$ cat src/sv/i2cmte_pkg.sv
package i2cmte_pkg;

  localparam int unsigned MAX_TRANSFER_BYTES_DEF = 65535;

  localparam int ACTION_W  = 2;
  localparam int COUNT_W   = 16;
  localparam int CFG_IDX_W = 1;
  localparam int CFG_DAT_W = 8;
  localparam int IN_DATA_W = 32;
  localparam int OUT_DATA_W = 16;

  localparam logic [6:0] SLAVE_ADDR_RST  = 7'h7f;
  localparam logic [7:0] ACK_TIMEOUT_RST = 8'd200;

  // Hold times are stored as (duration - 1).
  localparam logic [2:0] HOLD_1 = 3'd0;
  localparam logic [2:0] HOLD_2 = 3'd1;
  localparam logic [2:0] HOLD_4 = 3'd3;

  localparam logic [3:0] BITS_PER_BYTE = 4'd8;

  typedef enum logic [ACTION_W-1:0] {
    ACT_TICK  = 2'd0,
    ACT_WRITE = 2'd1,
    ACT_READ  = 2'd2,
    ACT_BYTE  = 2'd3
  } action_t;

  typedef enum logic [CFG_IDX_W-1:0] {
    CFG_SLAVE_ADDR  = 1'b0,
    CFG_ACK_TIMEOUT = 1'b1
  } cfg_idx_t;

  typedef enum logic [4:0] {
    PH_IDLE    = 5'd0,
    PH_ST_HI   = 5'd1,
    PH_ST_SDA  = 5'd2,
    PH_WB_LO   = 5'd3,
    PH_WB_HI   = 5'd4,
    PH_WB_END  = 5'd5,
    PH_AK_REL  = 5'd6,
    PH_AK_HI   = 5'd7,
    PH_AK_WAIT = 5'd8,
    PH_NEED    = 5'd9,
    PH_RB_LO   = 5'd10,
    PH_RB_HI   = 5'd11,
    PH_MA_LO   = 5'd12,
    PH_MA_HI   = 5'd13,
    PH_SP_LO   = 5'd14,
    PH_SP_HI   = 5'd15,
    PH_SP_REL  = 5'd16,
    PH_SPF_LO  = 5'd17,
    PH_SPF_HI  = 5'd18,
    PH_SPF_REL = 5'd19
  } phase_t;

  typedef struct packed {
    phase_t               phase;
    logic                 is_read;
    logic [COUNT_W-1:0]   bytes_left;
    logic [7:0]           shift_reg;
    logic [3:0]           bit_index;
    logic [2:0]           wait_ticks;
    logic [7:0]           ack_wait_count;
    logic                 scl_level;
    logic                 sda_level;
  } eng_state_t;

  // Declared from the top bit down so that scl_out lands in bit 0.
  typedef struct packed {
    logic       status;
    logic       done_res;
    logic [7:0] rx_byte;
    logic       rx_valid;
    logic       need_byte;
    logic       busy_res;
    logic       sda_out;
    logic       scl_out;
  } result_t;

  function automatic eng_state_t go_f(eng_state_t s, phase_t p, logic scl, logic sda,
                                      logic [2:0] hold);
    eng_state_t r;
    r = s;
    r.phase      = p;
    r.scl_level  = scl;
    r.sda_level  = sda;
    r.wait_ticks = hold;
    return r;
  endfunction

  // Step taken once an acknowledge bit has been handled.
  function automatic eng_state_t after_ack_f(eng_state_t s);
    eng_state_t r;
    r = s;
    if (s.bytes_left == '0) begin
      r = go_f(r, PH_SP_LO, 1'b0, 1'b0, HOLD_4);
    end else if (s.is_read) begin
      r.bit_index = '0;
      r.shift_reg = '0;
      r = go_f(r, PH_RB_LO, 1'b0, 1'b1, HOLD_2);
    end else begin
      r = go_f(r, PH_NEED, 1'b0, 1'b1, HOLD_1);
    end
    return r;
  endfunction

endpackage

$ cat src/sv/i2cmte_core.sv
module i2cmte_core #(
  parameter int unsigned MAX_TRANSFER_BYTES = i2cmte_pkg::MAX_TRANSFER_BYTES_DEF
) (
  input  logic                           clk,
  input  logic                           rst_n,
  input  logic                           step,
  input  i2cmte_pkg::action_t            action,
  input  logic [7:0]                     tx_byte,
  input  logic [i2cmte_pkg::COUNT_W-1:0] byte_count,
  input  logic                           sda_in,
  input  logic [6:0]                     slave_address,
  input  logic [7:0]                     ack_timeout,
  output i2cmte_pkg::result_t            res
);
  import i2cmte_pkg::*;

  // Saturation limit clipped to what the count field can carry.
  localparam logic [COUNT_W-1:0] MAX_CNT =
    (MAX_TRANSFER_BYTES >= (32'd1 << COUNT_W)) ? {COUNT_W{1'b1}}
                                                : MAX_TRANSFER_BYTES[COUNT_W-1:0];

  eng_state_t st_r, st_nxt;
  logic       ev_rx_valid;
  logic [7:0] ev_rx_byte;
  logic       ev_done;
  logic       ev_status;

  always_ff @(posedge clk) begin
    if (!rst_n) begin
      st_r <= '{phase: PH_IDLE, is_read: 1'b0, bytes_left: '0, shift_reg: '0,
                bit_index: '0, wait_ticks: '0, ack_wait_count: '0,
                scl_level: 1'b1, sda_level: 1'b1};
    end else if (step) begin
      st_r <= st_nxt;
    end
  end

  always_comb begin
    eng_state_t         s;
    logic [7:0]         sh;
    logic [3:0]         bi;
    logic [COUNT_W-1:0] cnt;
    s           = st_r;
    sh          = st_r.shift_reg;
    bi          = st_r.bit_index;
    cnt         = (byte_count > MAX_CNT) ? MAX_CNT : byte_count;
    ev_rx_valid = 1'b0;
    ev_rx_byte  = '0;
    ev_done     = 1'b0;
    ev_status   = 1'b0;

    unique case (action)
      ACT_TICK: begin
        if (st_r.phase == PH_IDLE || st_r.phase == PH_NEED) begin
          s = st_r;
        end else if (st_r.phase == PH_AK_WAIT) begin
          if (!sda_in) begin
            s = after_ack_f(st_r);
          end else if (st_r.ack_wait_count >= ack_timeout) begin
            s = go_f(st_r, PH_SPF_LO, 1'b0, 1'b0, HOLD_4);
          end else begin
            s.ack_wait_count = st_r.ack_wait_count + 8'd1;
          end
        end else if (st_r.wait_ticks != '0) begin
          s.wait_ticks = st_r.wait_ticks - 3'd1;
        end else begin
          if (st_r.phase == PH_RB_HI) begin
            sh = {st_r.shift_reg[6:0], sda_in};
            bi = st_r.bit_index + 4'd1;
          end
          s.shift_reg = sh;
          s.bit_index = bi;
          unique case (st_r.phase)
            PH_ST_HI:  s = go_f(s, PH_ST_SDA, 1'b1, 1'b0, HOLD_4);
            PH_ST_SDA: s = go_f(s, PH_WB_LO, 1'b0, sh[7], HOLD_2);
            PH_WB_LO:  s = go_f(s, PH_WB_HI, 1'b1, st_r.sda_level, HOLD_2);
            PH_WB_HI:  s = go_f(s, PH_WB_END, 1'b0, st_r.sda_level, HOLD_2);
            PH_WB_END: begin
              s.shift_reg = {sh[6:0], 1'b0};
              s.bit_index = bi + 4'd1;
              if (s.bit_index >= BITS_PER_BYTE) begin
                s = go_f(s, PH_AK_REL, 1'b0, 1'b1, HOLD_1);
              end else begin
                s = go_f(s, PH_WB_LO, 1'b0, s.shift_reg[7], HOLD_2);
              end
            end
            PH_AK_REL: s = go_f(s, PH_AK_HI, 1'b1, 1'b1, HOLD_1);
            PH_AK_HI: begin
              s.ack_wait_count = '0;
              s = go_f(s, PH_AK_WAIT, 1'b1, 1'b1, HOLD_1);
            end
            PH_RB_LO:  s = go_f(s, PH_RB_HI, 1'b1, 1'b1, HOLD_2);
            PH_RB_HI: begin
              if (bi >= BITS_PER_BYTE) begin
                // The last byte of a read gets a NACK (SDA released).
                ev_rx_valid  = 1'b1;
                ev_rx_byte   = sh;
                s.bytes_left = st_r.bytes_left - 1'b1;
                s = go_f(s, PH_MA_LO, 1'b0, !(st_r.bytes_left > 1), HOLD_2);
              end else begin
                s = go_f(s, PH_RB_LO, 1'b0, 1'b1, HOLD_2);
              end
            end
            PH_MA_LO:  s = go_f(s, PH_MA_HI, 1'b1, st_r.sda_level, HOLD_2);
            PH_MA_HI:  s = after_ack_f(s);
            PH_SP_LO:  s = go_f(s, PH_SP_HI, 1'b1, 1'b0, HOLD_4);
            PH_SP_HI:  s = go_f(s, PH_SP_REL, 1'b1, 1'b1, HOLD_4);
            PH_SP_REL: begin
              s = go_f(s, PH_IDLE, 1'b1, 1'b1, HOLD_1);
              ev_done = 1'b1;
            end
            PH_SPF_LO: s = go_f(s, PH_SPF_HI, 1'b1, 1'b0, HOLD_4);
            PH_SPF_HI: s = go_f(s, PH_SPF_REL, 1'b1, 1'b1, HOLD_4);
            PH_SPF_REL: begin
              s = go_f(s, PH_IDLE, 1'b1, 1'b1, HOLD_1);
              ev_done   = 1'b1;
              ev_status = 1'b1;
            end
            default:   s = go_f(s, PH_IDLE, 1'b1, 1'b1, HOLD_1);
          endcase
        end
      end
      ACT_BYTE: begin
        if (st_r.phase == PH_NEED) begin
          s.shift_reg  = tx_byte;
          s.bit_index  = '0;
          s.bytes_left = st_r.bytes_left - 1'b1;
          s = go_f(s, PH_WB_LO, 1'b0, tx_byte[7], HOLD_2);
        end
      end
      ACT_WRITE, ACT_READ: begin
        if (st_r.phase == PH_IDLE) begin
          s.is_read        = (action == ACT_READ);
          s.bytes_left     = cnt;
          s.shift_reg      = {slave_address, action == ACT_READ};
          s.bit_index      = '0;
          s.ack_wait_count = '0;
          s = go_f(s, PH_ST_HI, 1'b1, 1'b1, HOLD_4);
        end
      end
    endcase
    st_nxt = s;
  end

  assign res = '{status: ev_status, done_res: ev_done, rx_byte: ev_rx_byte,
                 rx_valid: ev_rx_valid, need_byte: (st_nxt.phase == PH_NEED),
                 busy_res: (st_nxt.phase != PH_IDLE), sda_out: st_nxt.sda_level,
                 scl_out: st_nxt.scl_level};

  a_begin_starts: assert property (@(posedge clk) disable iff (!rst_n)
    step && st_r.phase == PH_IDLE && (action == ACT_WRITE || action == ACT_READ)
    |=> st_r.phase == PH_ST_HI && st_r.scl_level && st_r.sda_level)
    else $error("begin command from idle did not enter the start phase");

  a_idle_no_hold: assert property (@(posedge clk) disable iff (!rst_n)
    st_r.phase == PH_IDLE || st_r.phase == PH_NEED |-> st_r.wait_ticks == '0)
    else $error("hold counter left running in a waiting phase");

  a_done_ends: assert property (@(posedge clk) disable iff (!rst_n)
    step && res.done_res |=> st_r.phase == PH_IDLE && st_r.scl_level && st_r.sda_level)
    else $error("transfer reported done without releasing the bus");

endmodule

$ cat src/sv/i2c_master_transfer_engine.sv
// Channel   Direction  Handshake                 Payload
// in_       slave      in_tvalid / in_tready     tuser: action; tdata: tx_byte, byte_count,
//                                                sda_in
// out_      master     out_tvalid / out_tready   tdata: one result word per input word
// cfg_      slave      cfg_valid / cfg_ready     cfg_index, cfg_data
//
// Every input word is either a one-microsecond tick or a command, and each one advances
// the bus state machine by exactly one step in the cycle it is accepted, so one word is
// taken per clock while the skid register is empty; its result is registered on accept.
// The output stage is a register plus a one-word skid register; input is refused only
// while the skid register is full. Reset (rst_n low, synchronous) returns the bus to
// idle with both lines released and the configuration registers to their defaults.
// Configuration writes are always taken and must only happen while the engine is idle.
module i2c_master_transfer_engine #(
  parameter int unsigned MAX_TRANSFER_BYTES = i2cmte_pkg::MAX_TRANSFER_BYTES_DEF
) (
  input  logic                              clk,
  input  logic                              rst_n,
  input  logic                              in_tvalid,
  output logic                              in_tready,
  input  logic [i2cmte_pkg::IN_DATA_W-1:0]  in_tdata,   // tx_byte, byte_count, sda_in
  input  logic [i2cmte_pkg::ACTION_W-1:0]   in_tuser,   // action
  output logic                              out_tvalid,
  input  logic                              out_tready,
  // scl_out, sda_out, busy_res, need_byte, rx_valid, rx_byte, done_res, status
  output logic [i2cmte_pkg::OUT_DATA_W-1:0] out_tdata,
  input  logic                              cfg_valid,
  output logic                              cfg_ready,
  input  logic [i2cmte_pkg::CFG_IDX_W-1:0]  cfg_index,
  input  logic [i2cmte_pkg::CFG_DAT_W-1:0]  cfg_data
);
  import i2cmte_pkg::*;

  logic [6:0] slave_address_r;
  logic [7:0] ack_timeout_r;
  logic       in_acc;
  logic       out_acc;
  result_t    res;
  result_t    out_data_r;
  result_t    skid_data_r;
  logic       out_valid_r;
  logic       skid_valid_r;

  // Configuration registers.
  assign cfg_ready = 1'b1;

  always_ff @(posedge clk) begin
    if (!rst_n) begin
      slave_address_r <= SLAVE_ADDR_RST;
      ack_timeout_r   <= ACK_TIMEOUT_RST;
    end else if (cfg_valid) begin
      unique case (cfg_idx_t'(cfg_index))
        CFG_SLAVE_ADDR:  slave_address_r <= cfg_data[6:0];
        CFG_ACK_TIMEOUT: ack_timeout_r   <= cfg_data;
      endcase
    end
  end

  assign in_tready = !skid_valid_r;
  assign in_acc    = in_tvalid && in_tready;
  assign out_acc   = out_valid_r && out_tready;

  // The engine state moves on every accepted word; the result is captured below.
  i2cmte_core #(
    .MAX_TRANSFER_BYTES(MAX_TRANSFER_BYTES)
  ) u_core (
    .clk          (clk),
    .rst_n        (rst_n),
    .step         (in_acc),
    .action       (action_t'(in_tuser)),
    .tx_byte      (in_tdata[7:0]),
    .byte_count   (in_tdata[23:8]),
    .sda_in       (in_tdata[24]),
    .slave_address(slave_address_r),
    .ack_timeout  (ack_timeout_r),
    .res          (res)
  );

  // Output register with a skid register behind it. When the skid register holds a
  // word, input is held off and that word moves forward as soon as the output drains.
  always_ff @(posedge clk) begin
    if (!rst_n) begin
      out_valid_r  <= 1'b0;
      skid_valid_r <= 1'b0;
    end else if (skid_valid_r) begin
      if (out_acc) begin
        skid_valid_r <= 1'b0;
      end
    end else if (in_acc) begin
      if (!out_valid_r || out_acc) begin
        out_valid_r <= 1'b1;
      end else begin
        skid_valid_r <= 1'b1;
      end
    end else if (out_acc) begin
      out_valid_r <= 1'b0;
    end
  end

  always_ff @(posedge clk) begin
    if (skid_valid_r) begin
      if (out_acc) begin
        out_data_r <= skid_data_r;
      end
    end else if (in_acc) begin
      if (!out_valid_r || out_acc) begin
        out_data_r <= res;
      end else begin
        skid_data_r <= res;
      end
    end
  end

  assign out_tvalid = out_valid_r;
  assign out_tdata  = {{(OUT_DATA_W - $bits(result_t)){1'b0}}, out_data_r};

  a_skid_behind_out: assert property (@(posedge clk) disable iff (!rst_n)
    skid_valid_r |-> out_valid_r)
    else $error("skid register holds a word while the output register is empty");

  a_stall_to_skid: assert property (@(posedge clk) disable iff (!rst_n)
    in_acc && out_valid_r && !out_tready |=> skid_valid_r)
    else $error("word accepted during an output stall was not kept");

  a_skid_drains: assert property (@(posedge clk) disable iff (!rst_n)
    skid_valid_r && out_tready |=> !skid_valid_r && out_valid_r)
    else $error("skid register did not move forward when the output drained");

endmodule
$ cat config.mk
export PLATFORM = sky130hd
export DESIGN_NAME = i2c_master_transfer_engine
export DESIGN_NICKNAME = d
export VERILOG_FILES = /design/src/sv/i2cmte_pkg.sv /design/src/sv/i2cmte_core.sv /design/src/sv/i2c_master_transfer_engine.sv
export SDC_FILE = /design/constraint.sdc
export NUM_CORES = 1
export LEC_CHECK = 0
export BUFFER_PORTS_ARGS = -buffer_cell sky130_fd_sc_hd__buf_4
export CORE_MARGIN = 5
export CORE_UTILIZATION = 30
export CTS_CLUSTER_SIZE = 30
export DETAILED_ROUTE_END_ITERATION = 7
export GPL_TIMING_DRIVEN = 0
export HOLD_SLACK_MARGIN = 0.08
export PLACE_DENSITY = 0.53
export SYNTH_ARGS = -nofsm -noshare
export SYNTH_HDL_FRONTEND = slang
export SYNTH_HIERARCHICAL = 1
export SYNTH_SLANG_ARGS = --single-unit
$ cat constraint.sdc
create_clock -name clk -period 9.1 [get_ports clk]
set_input_delay 0.91 -clock clk [delete_from_list [all_inputs] [get_ports clk]]
set_output_delay 0.91 -clock clk [all_outputs]
set_load 0.02 [all_outputs]
==> run_results.csv <==
group,metric,value,unit
logic_synthesis,synth_top_area_share,20.8,%
logic_synthesis,synth_warnings,6,
critical_path,worstSetupEndpointType,"flip-flop",
die,dieHeight,153,um
placed_design,dpl-instance-area,6920,um2
critical_path,path_cells,"clkbuf_1 -> clkbuf_1 -> inv_1 -> nand2b_1 -> inv_1 -> ha_1 -> a21oi_1 -> mux2i_1 -> a31oi_1 -> nor3_1 -> nand3_1 -> mux2_2",
logic_synthesis,async_flop_share,0,%
sta,max_freq,0.234,GHz
logic_synthesis,synthFlopType,"dfxtp_1",
sta,worstMarginPinSlew,1.26,ns
clock_network,cts_buffers,9,
clock_network,cts_tree,"yes",
route,vias,6012,
logic_synthesis,synth_seq_cells,94,
clock_network,postCtsSetupRepairBufs,0,
pwr,leakagePower,2.71,nW
global_route,antenna_found_initial,0,
placed_design,hpwl,14900,um
clock_network,cts_hold_buf,0,
logic_synthesis,synth_edf_count,30,
pwr,clkPwrFrac,31.8,%
route,finalWirelength,19800,um
logic_synthesis,yosysTopAreaCell,"dfxtp_1",
global_route,overflow,0,
outcome,status,"complete, but fails checks",
global_route,grt_pass1_vias,5618,
die,num_rows,52,
pwr,p_sw,380,uW
sta,grt_setup_unrepaired,"no",
die,core-area,20200,um2
sta,fin_skew,0.00830,ns
critical_path,crit_arrival,4.38,ns
pwr,vdd_drop_max,109,uV
final_layout,fin_nets,863,
global_route,grt_first_pass_wirelength,31600,um
critical_path,worstPathBufferInverterCount,4,
clock_network,clk_pin_slew,0.07,ns
logic_synthesis,synthCells,728,
final_layout,antenna_cells,0,
sta,setup_tns,0,ns
global_route,grt_usage,16.6,%
route,drcViolationCount,31,
clock_network,root_buffer,"clkbuf_16",
critical_path,start_kind,"flip-flop",
sta,hold_viol_final,0,
die,dieArea,23500,um2
worst_hold_path,hold_path_class,"flip-flop to flip-flop",
pwr,intPower,770,uW
run,drv_cap,0,
logic_synthesis,synthesis.nets,795,
route,final_antenna_net_count,0,
clock_network,clock_path_buffers,2,
critical_path,cp.required,9.21,ns
placed_design,gp_congestion,0.940,
final_layout,stdcell_area,7200,um2
pwr,p_seq_share,41.7,%
final_layout,syn2layout_area_growth,17.1,%
logic_synthesis,synth_commonest_cells,"nand2_1, dfxtp_1, nor2_1, o21ai_0, a21oi_1",
logic_synthesis,syn-cell-area,6150,um2
clock_network,cts.htree.levels,3,
logic_synthesis,synth_cell_types,83,
route,via_per_inst,5.61,
critical_path,crit_path_max_incr_delay,0.52,ns
die,die_w,153,um
logic_synthesis,post-synth-top-count-cell,"nand2_1",
die,pin_count,67,
clock_network,cts_resized,0,
sta,drv_slew,0,
placed_design,numPortBuffers,57,
pwr,pwr_density_cell,160,nW/um2
logic_synthesis,yosys-top-cells-area,"dfxtp_1, edfxtp_1, nand2_1",
pwr,power_frac_comb,26.5,%
critical_path,cp_slowest_cell,"clkbuf_1",
logic_synthesis,seq_area_frac_synth,35.5,%
route,drtIter0Drc,534,
sta,final.period_utilization,47.0,%
route,dr.pass1.iters,8,
route,wl_per_cell,18.5,um
clock_network,cts_sinks,94,
final_layout,drive_above_1_share,17.1,%
clock_network,clock_latency,0.36,ns
logic_synthesis,syn_area_per_cell,8.45,um2
die,initial_core_util,30.4,%
critical_path,critPathTopFamily,"buffers and inverters",
sta,setup_viol,0,
global_route,grt_start_max_net_pins,18,
pwr,switching_share,33.1,%
critical_path,path_class,"flip-flop to flip-flop",
outcome,violations,"design-rule violations",
sta,period_minus_slack,4.27,ns
sta,slew_headroom,16.1,%
critical_path,critical_path.max_fanout,10,
metal layers:
metal | routed length [um] | global-route usage (%) | vias up
met2 | 8820 | 25.5 | 269
li1 | - | - | 2854
met1 | 8910 | 23.0 | 2855
met5 | 0 | 0 | -
met4 | 520 | 5.39 | 0
met3 | 1570 | 4.07 | 34
power by group through the flow:
stage | registers (mW) | clock network, mW | logic (mW)
6_report | 0.480 | 0.365 | 0.305
3_5_place_dp | 0.489 | 0 | 0.299
5_1_grt | 0.483 | 0.397 | 0.332
4_1_cts | 0.479 | 0.376 | 0.302
2_1_floorplan | 0.491 | 0 | 0.199
3_3_place_gp | 0.489 | 0 | 0.302
logic make-up after synthesis:
family,count (synthesis),synth area share [%]
AOI/OAI and AO/OA,231,26.8
xor gates and xnor gates,7,0.996
adders and majority gates,19,3.86
buffers and inverters,95,7.12
DFF,94,35.5
muxes,22,3.90
other,2,0.122
and+or+nand+nor,258,21.7
path summary, 6_finish.rpt:
path                                    endpoint  cells after the start             start  slack [ns]
worst max-delay path                out_tdata[2]                     12   u_core/st_r[46]        4.83
worst min-delay path            ack_timeout_r[4]                      2  ack_timeout_r[4]        0.45
worst max register to register      out_tdata[2]                     12   u_core/st_r[46]        4.83
worst min register to register  ack_timeout_r[4]                      2  ack_timeout_r[4]        0.45
layout by cell type, fill, tap and decap left out, types with 4 or more instances in the layout:
cell / count
a22oi_1: 13
o221a_2: 6
dfxtp_1: 64
o41ai_1: 4
a32o_1: 9
a211o_1: 10
mux2_2: 16
nor3_1: 20
nand4_1: 8
nor3b_1: 4
buf_2: 9
a31oi_1: 8
o31ai_1: 6
buf_4: 64
o21ai_0: 46
a21o_1: 9
clkbuf_16: 9
xnor2_1: 6
and3_1: 10
o211ai_1: 13
a311oi_1: 6
inv_1: 38
mux2i_1: 6
nand2b_1: 12
a222oi_1: 8
nor2b_1: 11
edfxtp_1: 30
a21oi_1: 40
a211oi_1: 11
and3b_1: 7
nor2_1: 61
o21ai_1: 5
and2_1: 11
nor4_1: 5
nand3_1: 23
nand2_1: 66
clkbuf_1: 32
ha_1: 19
state kept, by name, summed over array words and instances, names as in the netlist:
signal,cells
skid_data_r,15
u_core/st_r,47
skid_valid_r,1
out_tdata,15
out_tvalid,1
slave_address_r,7
ack_timeout_r,8
metrics by stage:
step           total power [mW]  cells  setup slack [ns]  util, %  hold WS, ns
6_report                   1.15   1071              4.83     35.6        0.450
5_1_grt                    1.21   1071              4.65     35.6        0.475
4_1_cts                    1.16   1071              4.89     35.6        0.453
3_5_place_dp              0.788   1055              4.92     34.2        0.445
3_3_place_gp              0.791   1055              4.93     34.2        0.441
2_1_floorplan             0.690    728              5.96        -        0.428
layout make-up:
cell class	count	area, um2
multi-input combinational	539	3530
sequential	94	2180
timing repair buffer	57	428
clock inverter	7	58.8
buffer	57	295
clock buffer	9	225
tap	270	338
fill	2102	13000
inverter	38	143
tightest hold or removal path, stage by stage (launching register included):
cell	delay (ns)
dfxtp_1	0.31
nand2_1	0.05
o21ai_1	0.05
No activity file was read; power rests on OpenSTA's default activity.
